$ cat config.mk
export PLATFORM = sky130hd
export DESIGN_NAME = letter_counting_sort
export DESIGN_NICKNAME = d
export VERILOG_FILES = /design/src/hw/rtl/lcs_pkg.sv /design/src/hw/rtl/lcs_cell.sv /design/src/hw/rtl/letter_counting_sort.sv
export SDC_FILE = /design/constraint.sdc
export NUM_CORES = 1
export LEC_CHECK = 0
export ABC_AREA = 1
export BUFFER_PORTS_ARGS = -buffer_cell sky130_fd_sc_hd__buf_2
export CAP_MARGIN = 20
export CORE_MARGIN = 2
export CORE_UTILIZATION = 34
export DETAILED_ROUTE_END_ITERATION = 6
export MAX_ROUTING_LAYER = met4
export PLACE_DENSITY = 0.55
export SLEW_MARGIN = 0
export SYNTH_ARGS = -nofsm -noshare
export SYNTH_HDL_FRONTEND = slang
export SYNTH_SLANG_ARGS = --single-unit
$ cat constraint.sdc
create_clock -name i_clk -period 4.8 [get_ports i_clk]
set_input_delay 1.2 -clock i_clk [delete_from_list [all_inputs] [get_ports i_clk]]
set_output_delay 1.2 -clock i_clk [all_outputs]
set_load 0.03 [all_outputs]
$ cat src/hw/rtl/lcs_pkg.sv
// Package for the letter counting sort block: sizes, letter bases, request
// structs, cell status struct and the controller state type.
// No dependencies; used by every module of the block.
package lcs_pkg;

    localparam int ALPHA_SIZE = 26;
    localparam int MAX_LEN    = 64;
    localparam int CNT_W      = $clog2(MAX_LEN + 1);
    localparam int IDX_W      = $clog2(ALPHA_SIZE);

    localparam logic [7:0] CHAR_LOWER_A = 8'h61;
    localparam logic [7:0] CHAR_UPPER_A = 8'h41;

    typedef struct packed {
        logic [7:0] char_code;
        logic       last_char;
    } t_in_req;

    typedef struct packed {
        logic [7:0] letter_code;
        logic       end_of_run;
        logic       empty_result;
        logic       dropped_seen;
    } t_out_req;

    // Status one cell reports for the current emission step.
    typedef struct packed {
        logic emit;
        logic pass;
    } t_cell_stat;

    typedef enum logic [1:0] {
        ST_COUNT,
        ST_EMIT,
        ST_EMPTY
    } t_state;

endpackage

$ cat src/hw/rtl/lcs_cell.sv
// One cell of the counting chain: the count of a single letter and the
// emission token that walks from cell to cell. Depends on lcs_pkg.
module lcs_cell (
    input  logic                  i_clk,
    input  logic                  i_rst_n,
    input  logic                  i_inc,
    input  logic                  i_step,
    input  logic                  i_tok_in,
    input  logic                  i_clear,
    output lcs_pkg::t_cell_stat   o_stat
);

    logic [lcs_pkg::CNT_W-1:0] r_cnt;
    logic [lcs_pkg::CNT_W-1:0] n_cnt;
    logic                      r_tok;
    logic                      n_tok;

    always_comb begin
        o_stat.emit = r_tok && i_step && (r_cnt != '0);
        // The token moves on once the last copy of this letter goes out,
        // or at once if the letter was never counted.
        o_stat.pass = r_tok && i_step && (r_cnt <= lcs_pkg::CNT_W'(1));

        n_cnt = r_cnt;
        if (i_inc) begin
            n_cnt = r_cnt + lcs_pkg::CNT_W'(1);
        end else if (o_stat.emit) begin
            n_cnt = r_cnt - lcs_pkg::CNT_W'(1);
        end

        n_tok = r_tok;
        if (i_clear) begin
            n_tok = 1'b0;
        end else if (i_tok_in) begin
            n_tok = 1'b1;
        end else if (o_stat.pass) begin
            n_tok = 1'b0;
        end
    end

    always_ff @(posedge i_clk) begin
        if (!i_rst_n) begin
            r_cnt <= '0;
            r_tok <= 1'b0;
        end else begin
            r_cnt <= n_cnt;
            r_tok <= n_tok;
        end
    end

endmodule

$ cat src/hw/rtl/letter_counting_sort.sv
// While counting, one character request is taken every cycle. After the
// request that carries last_char, the sorted letters leave one per cycle
// while the output is not stalled, except where the token steps over a
// letter that was never counted. An empty string gives its single result.
// Reset (synchronous, active low) clears all counts, the mode register and flags.
module letter_counting_sort (
    input  logic              i_clk,
    input  logic              i_rst_n,
    input  logic              i_in_valid,
    output logic              o_in_stall,
    input  lcs_pkg::t_in_req  i_in_req,
    output logic              o_out_valid,
    input  logic              i_out_stall,
    output lcs_pkg::t_out_req o_out_req,
    input  logic              i_cfg_valid,
    output logic              o_cfg_ready,
    input  logic              i_cfg_data
);

    // Controller state, mode register and per-string bookkeeping.
    lcs_pkg::t_state           r_state;
    lcs_pkg::t_state           n_state;
    logic                      r_upper;
    logic                      r_base_upper;
    logic                      r_drop;
    logic                      n_drop;
    logic [lcs_pkg::CNT_W-1:0] r_total;
    logic [lcs_pkg::CNT_W-1:0] n_total;
    logic [lcs_pkg::IDX_W-1:0] r_letter;
    logic [lcs_pkg::IDX_W-1:0] n_letter;

    // Output register.
    logic                      r_out_valid;
    logic                      n_out_valid;
    lcs_pkg::t_out_req         r_out_req;
    lcs_pkg::t_out_req         n_out_req;

    // Classification of the incoming character.
    logic                      in_accept;
    logic [7:0]                in_base;
    logic [7:0]                in_diff;
    logic                      in_alpha;
    logic                      counted;
    logic [lcs_pkg::CNT_W-1:0] total_after;

    // Chain signals.
    logic [lcs_pkg::ALPHA_SIZE-1:0] cell_inc;
    logic [lcs_pkg::ALPHA_SIZE-1:0] cell_tok_in;
    logic [lcs_pkg::ALPHA_SIZE-1:0] cell_emit;
    logic [lcs_pkg::ALPHA_SIZE-1:0] cell_pass;
    lcs_pkg::t_cell_stat            cell_stat [lcs_pkg::ALPHA_SIZE];
    logic                           load_ok;
    logic                           step;
    logic                           start;
    logic                           done;
    logic                           any_emit;
    logic [7:0]                     out_base;

    // The configuration register can always be written; a new mode applies
    // from the next character on, and emission keeps the base letter that
    // was latched with the last character.
    assign o_cfg_ready = 1'b1;
    assign o_in_stall  = (r_state != lcs_pkg::ST_COUNT);
    assign o_out_valid = r_out_valid;
    assign o_out_req   = r_out_req;

    assign in_accept = i_in_valid && !o_in_stall;

    // A character is a letter of the selected alphabet when it lies in the
    // 26 codes starting at the base letter.
    assign in_base  = r_upper ? lcs_pkg::CHAR_UPPER_A : lcs_pkg::CHAR_LOWER_A;
    assign in_diff  = i_in_req.char_code - in_base;
    assign in_alpha = (i_in_req.char_code >= in_base)
                      && (in_diff < 8'(lcs_pkg::ALPHA_SIZE));
    // Letters past the length limit are dropped like non-letters.
    assign counted  = in_accept && in_alpha
                      && (r_total < lcs_pkg::CNT_W'(lcs_pkg::MAX_LEN));
    assign total_after = r_total + lcs_pkg::CNT_W'(counted);

    // The output register may take a new result when it is empty or its
    // current result is being taken this cycle.
    assign load_ok = !r_out_valid || !i_out_stall;
    assign step    = load_ok && (r_state == lcs_pkg::ST_EMIT);
    assign start   = in_accept && i_in_req.last_char && (total_after != '0);

    always_comb begin
        for (int k = 0; k < lcs_pkg::ALPHA_SIZE; k++) begin
            cell_inc[k]  = counted && (in_diff[lcs_pkg::IDX_W-1:0] == lcs_pkg::IDX_W'(k));
            cell_emit[k] = cell_stat[k].emit;
            cell_pass[k] = cell_stat[k].pass;
        end
    end

    // The token enters at the first cell and each cell hands it on to the next.
    assign cell_tok_in = {cell_pass[lcs_pkg::ALPHA_SIZE-2:0], start};
    assign any_emit    = |cell_emit;
    // The last letter of the run ends emission and retires the token.
    assign done        = any_emit && (r_total == lcs_pkg::CNT_W'(1));

    genvar g;
    generate
        for (g = 0; g < lcs_pkg::ALPHA_SIZE; g++) begin : g_cell
            lcs_cell u_cell (
                .i_clk    (i_clk),
                .i_rst_n  (i_rst_n),
                .i_inc    (cell_inc[g]),
                .i_step   (step),
                .i_tok_in (cell_tok_in[g]),
                .i_clear  (done),
                .o_stat   (cell_stat[g])
            );
        end
    endgenerate

    assign out_base = r_base_upper ? lcs_pkg::CHAR_UPPER_A : lcs_pkg::CHAR_LOWER_A;

    always_comb begin
        n_state     = r_state;
        n_drop      = r_drop;
        n_total     = r_total;
        n_letter    = r_letter;
        n_out_valid = r_out_valid;
        n_out_req   = r_out_req;

        if (load_ok) begin
            n_out_valid = 1'b0;
        end

        case (r_state)
            lcs_pkg::ST_COUNT: begin
                n_total = total_after;
                if (in_accept && !counted) begin
                    n_drop = 1'b1;
                end
                if (in_accept && i_in_req.last_char) begin
                    n_letter = '0;
                    n_state  = (total_after == '0) ? lcs_pkg::ST_EMPTY
                                                   : lcs_pkg::ST_EMIT;
                end
            end
            lcs_pkg::ST_EMIT: begin
                if (any_emit) begin
                    n_out_valid              = 1'b1;
                    n_out_req.letter_code    = out_base + 8'(r_letter);
                    n_out_req.end_of_run     = done;
                    n_out_req.empty_result   = 1'b0;
                    n_out_req.dropped_seen   = r_drop;
                    n_total                  = r_total - lcs_pkg::CNT_W'(1);
                end
                if (|cell_pass) begin
                    n_letter = r_letter + lcs_pkg::IDX_W'(1);
                end
                if (done) begin
                    n_letter = '0;
                    n_drop   = 1'b0;
                    n_state  = lcs_pkg::ST_COUNT;
                end
            end
            lcs_pkg::ST_EMPTY: begin
                if (load_ok) begin
                    n_out_valid              = 1'b1;
                    n_out_req.letter_code    = '0;
                    n_out_req.end_of_run     = 1'b1;
                    n_out_req.empty_result   = 1'b1;
                    n_out_req.dropped_seen   = r_drop;
                    n_drop                   = 1'b0;
                    n_state                  = lcs_pkg::ST_COUNT;
                end
            end
            default: begin
                n_state = lcs_pkg::ST_COUNT;
            end
        endcase
    end

    always_ff @(posedge i_clk) begin
        if (!i_rst_n) begin
            r_state      <= lcs_pkg::ST_COUNT;
            r_upper      <= 1'b0;
            r_base_upper <= 1'b0;
            r_drop       <= 1'b0;
            r_total      <= '0;
            r_letter     <= '0;
            r_out_valid  <= 1'b0;
        end else begin
            r_state     <= n_state;
            r_drop      <= n_drop;
            r_total     <= n_total;
            r_letter    <= n_letter;
            r_out_valid <= n_out_valid;
            if (i_cfg_valid && o_cfg_ready) begin
                r_upper <= i_cfg_data;
            end
            // Emission uses the mode in force at the last character.
            if (in_accept && i_in_req.last_char) begin
                r_base_upper <= r_upper;
            end
        end
    end

    always_ff @(posedge i_clk) begin
        r_out_req <= n_out_req;
    end

endmodule

---- Word level (Yosys, flattened, before mapping) ----
Cells that the tools add are included.
operators by class
  $add $sub $neg .......................... 57
  $lt $le $gt $ge ......................... 29
  eq/ne operators ......................... 34
  muxes and demuxes ....................... 128
  bitwise operators ....................... 1
  reductions and logical operators ........ 212
operators with widths
  cell                                                 number
  two-way mux 7 bit                                    53
  nonzero test 7 bit                                   27
  subtractor 7 x 1 -> 7 bit, second input constant     27
  adder 7 x 1 -> 7 bit, second input constant          26
  <= comparator 7 x 1 -> 1 bit, second input constant  26
  logical AND 1 bit                                    113
  nonzero test 2 bit                                   55
  two-way mux 1 bit                                    58
  OR reduction 26 bit                                  2
  == test 5 bit, second input constant                 10
  == test 5 x 4 -> 1 bit, second input constant        8
  two-way mux 11 bit                                   2
  case mux 11 bit (2 select lines)                     1
  == test 5 x 3 -> 1 bit, second input constant        4
  two-way mux 5 bit                                    3
  case mux 7 bit (2 select lines)                      1
  two-way mux 6 bit                                    2
  == test 5 x 2 -> 1 bit, second input constant        2
  != test 2 bit, second input constant                 5
  case mux 5 bit (2 select lines)                      1
  AND reduction 3 bit                                  3
  adder 7 x 5 -> 8 bit                                 1
  >= comparator 8 x 7 -> 1 bit                         1
  < comparator 8 x 5 -> 1 bit, second input constant   1
  other kinds (23)                                     29
word-level totals
  register bits ........................... 237
  bits of input ports ..................... 15
  word-level logic and storage cells ...... 524

---- Longest topological paths before layout ----
  depth in word-level cells ............... 11
  gate-level depth with buffers ........... 25
  gate-level depth less buffers ........... 23

---- Hierarchy ----
From an unflattened synthesis, not the netlist that was laid out.
unflattened totals
  cells, all modules ...................... 2,965
  area, all modules ....................... 19,347.3 um2
modules (own cells, without submodules)
  module                times used  cells an instance  area an instance (um2)  sequential area each (um2)
  lcs_cell              26          101                655.6                   160.2
  letter_counting_sort  1           339                2,301.0                 690.7

---- Least setup slack after synthesis ----
Ideal clock, no wire load.
  kind .................................... input to register
  start ................................... input port i_in_req[2] in the netlist's numbering
  end ..................................... register r_state[1]
  setup time .............................. 70 ps
  arrival ................................. 3,865 ps
  data required time ...................... 4,730 ps
  setup slack ............................. 865 ps
  stages on the path ...................... 19
  buffers on the path ..................... 2
  path through ............................ inv_1 ha_1 nand3_2 xor2_4 nand3_2 nand3_4 inv_4 buf_6 buf_4 ha_1 ha_1 or2_2 nor3_1 nand2_1 nand2_1 nand2_1 nand3_1 nand2_1 a21oi_1
on the way
  word-level cells in the longest chain between the ends .. 10
  elaborated cells on any way between the ends .. 11
  those cells by class .................... add/sub (2); order compare (2); mux (3); reduce/logical (4)
ends and longest elaborated chain
  item                               RTL line                     source
  from (decl)                        letter_counting_sort.sv:11   input lcs_pkg::t_in_req i_in_req,
  subtractor 8 x 7 -> 8 bit          letter_counting_sort.sv:72   assign in_diff = i_in_req.char_code - in_base;
  < comparator 8 x 5 -> 1 bit        letter_counting_sort.sv:74   && (in_diff < 8'(lcs_pkg::ALPHA_SIZE));
  logical AND 1 bit *                letter_counting_sort.sv:74
  logical AND 1 bit *                letter_counting_sort.sv:76   assign counted = in_accept && in_alpha
  logical AND 1 bit *                letter_counting_sort.sv:77   && (r_total < lcs_pkg::CNT_W'(lcs_pkg::MAX_LEN));
  adder 7 x 1 -> 7 bit *             letter_counting_sort.sv:78   assign total_after = r_total + lcs_pkg::CNT_W'(counted);
  logical NOT 7 bit *                letter_counting_sort.sv:137  n_state = (total_after == '0) ? lcs_pkg::ST_EMPTY
  two-way mux 2 bit *                letter_counting_sort.sv:137
  two-way mux 2 bit *                letter_counting_sort.sv:135  if (in_accept && i_in_req.last_char) begin
  case mux 2 bit (3 select lines) *  letter_counting_sort.sv:129  case (r_state)
  to (signal assigned)               letter_counting_sort.sv:178  r_state <= lcs_pkg::ST_COUNT;
  to (signal assigned)               letter_counting_sort.sv:186  r_state <= n_state;
  to (decl)                          letter_counting_sort.sv:21   lcs_pkg::t_state r_state;
Every way passes the cells marked *; elsewhere a longest branch is shown, timed or not. The select of a mux whose other input is x is not followed.
A chain may end at the register's enable or synchronous reset.

---- Worst setup path after layout ----
Same ends and word-level chain as after synthesis.

==> metrics.cfg <==
[worst_setup_path]
rr_startpoint=r_upper
cp_data_arrival_time_ns=3.98
rrSetupSlack_ns=1.70
crit_required_ns=5.30
worstSetupEndpointType=register
regToRegEndpoint=r_state[1]
start_kind=input port
worst-setup-path-type=input port to register
worstRegToRegCells=19
worst-path-max-fanout=8

[clocking]
cts.repair.resized=0
cts_sinks=237
cts_tree=yes
postCtsSetupRepairBufs=0
numCtsBuffers=30
ctsHoldBuffers=0
clkTransAtPathRegs_ns=0.06
cts_max_path_buffers=3
clockRootBuffer=clkbuf_16
htreeDepth=1
insertion_delay_ns=0.57

[global_route]
grt_pass1_vias=15288
grt_usage=0.170
globalRoute.totalOverflow=0
antenna_found_initial=0
grt_pass1_wl_um=75100
grt_max_degree=85

[sta]
drv_slew=0
relSlewSlack=0.302
finalSetupTns_ns=0
post-route-period-util=0.725
setup_ws_ns=1.32
clock_skew_ns=0.00859
hold_violations=0
rsz0062_at_grt=false
layout_min_cycle_time_ns=3.48
fmax_ghz=0.287
setup_viol=0
tightestPinTransition_ns=1.05

[finish]
area_growth_pct=9.13
n_antenna_cell=0
fill_cells=5524
drive_above_1_share=0.0764
instances_no_fill=3385
finish.net_count=2807

[floorplanning]
rows=84
start_util=0.342
core_um2=52200
io_pins=29
die_h_um=233
fp.dieW_um=233
die-area_um2=54400

[detailed_routing]
drt_wl_total_um=45300
drc=0
wl_per_cell_um=13.4
num_vias=16451
first_iter_violations=1011
dr.pass1.iters=5
final_antenna_net_count=0
drt-vias-per-instance=4.86

[job]
cap_violations=0

[synthesis]
synthArstFlopShare=0
synth_area_leaders=dfxtp_1, nand2_1, xor2_1, ha_1, nor2_1
synth_enable_flop_cells=11
ys_seq_elements=237
synth_cell_types=47
syn_nets=2807
synth_area_leader_cell=dfxtp_1
yosysSeqAreaShare=0.271
netlist_instances=2674
yosys-top-cells-count=nand2_1, nor2_1, inv_1
ys_warn_count=0
synth_area_um2=17900
synth_top_area_frac=0.253
syn_area_per_cell_um2=6.69
yosysMostFrequentCell=nand2_1
synth-main-ff-cell=dfxtp_1

[outcome]
status=complete, no violations

[place]
placed_cells=3330
place_ws_ns=0.759
gp_congestion=0.877
dp_hpwl_um=32900
port-buffer-count=27

[power_and_ir_drop]
p_leak_nw=8.79
powerDensity_nw_per_um2=269
peakVddDrop_uv=231

[hold_path]
min_path_cells=0
hold_path_end=o_out_req[0]
hold_class=register to register
hold_start=r_drop

==> registers in the layout, indices dropped and copies added, names as in the netlist <==
signal and flops:
g_cell.u_cell.r_cnt 182, g_cell.u_cell.r_tok 26, o_out_req 11, r_total 7
r_letter 5, r_state 2, o_out_valid 1, r_base_upper 1
r_drop 1, r_upper 1
==> metrics by stage <==
| stage | total power, mW | area [um^2] | utilization | hold WS (ns) |
|---|---|---|---|---|
| 2_1_floorplan | 2.88 | 17900 | - | 0.408 |
| 3_3_place_gp | 3.09 | 18600 | 0.356 | 0.425 |
| 3_5_place_dp | 3.11 | 18600 | 0.356 | 0.436 |
| 4_1_cts | 5.32 | 19500 | 0.374 | 0.452 |
| 5_1_grt | 5.52 | 19500 | 0.374 | 0.464 |
| 6_report | 5.24 | 19500 | 0.374 | 0.450 |
==> where the power goes <==
group / switching [mW] / total, mW / internal (mW)
registers: 0.0666 / 2.16 / 2.09
logic: 0.614 / 0.898 / 0.284
clock network: 0.904 / 2.18 / 1.28
==> worst max path at each step <==
| stage | start | slack, ns | end |
|---|---|---|---|
| CTS | i_in_req[1] | 1.36 | r_state[1] |
| global placement | i_in_req[1] | 0.85 | r_state[1] |
| floorplan | i_in_req[2] | 0.86 | r_state[1] |
| finish | i_in_req[2] | 1.32 | r_state[1] |
| detailed placement | i_in_req[1] | 0.76 | r_state[1] |
| global route | i_in_req[6] | 1.04 | r_state[1] |
==> worst max-delay path, stage by stage <==
cell and delay, ns:
buf_2 0.12, inv_1 0.13, ha_1 0.23, nor2_1 0.08, nor2_2 0.21, inv_1 0.10
nand2_1 0.08, nand3_2 0.09, nand3_4 0.18, inv_4 0.06, ha_1 0.19, ha_1 0.28
or2_2 0.30, nor3_1 0.21, nand2_1 0.08, nand2_1 0.11, nand2_1 0.06, nand3_1 0.08
nand2_1 0.05, a21oi_1 0.12
==> layout by cell type, fill, tap and decap left out, types with 17 or more instances in the layout <==
cell and n:
nor2_1 358, o21ai_0 176, o211ai_1 24, inv_1 294
nand2_1 550, xor2_1 172, buf_2 26, clkbuf_16 31
a21oi_1 148, nand2_2 17, nand4_1 25, nand2_4 28
a21oi_2 20, nand3_1 212, xnor2_1 31, o21ai_1 26
dfxtp_1 226, nor3_1 55, inv_2 20, ha_1 118
==> cells by family after synthesis <==
kind of cell,after synthesis,synth area share
compound gates,438,0.137
other cells,1,0.000210
buf+inv,387,0.0896
fa+ha+maj,118,0.0826
simple gates,1289,0.318
xor+xnor,204,0.101
flops,237,0.271
==> cell type report <==
class | count | area (um^2) | share of cell area
Multi-Input combinational cell | 2050 | 11400 | 0.585
Sequential cell | 237 | 4850 | 0.249
Inverter | 318 | 1200 | 0.0615
Tap cell | 688 | 861 | 0.0441
Clock buffer | 39 | 806 | 0.0413
Timing Repair Buffer | 37 | 238 | 0.0122
Clock inverter | 16 | 131 | 0.00673
==> layer usage <==
layer	track usage	routed length (um)
met1	0.211	21000
met2	0.292	21400
met3	0.0236	2040
met4	0.0420	862
met5	-	0
(Power assumes the default switching activity.)
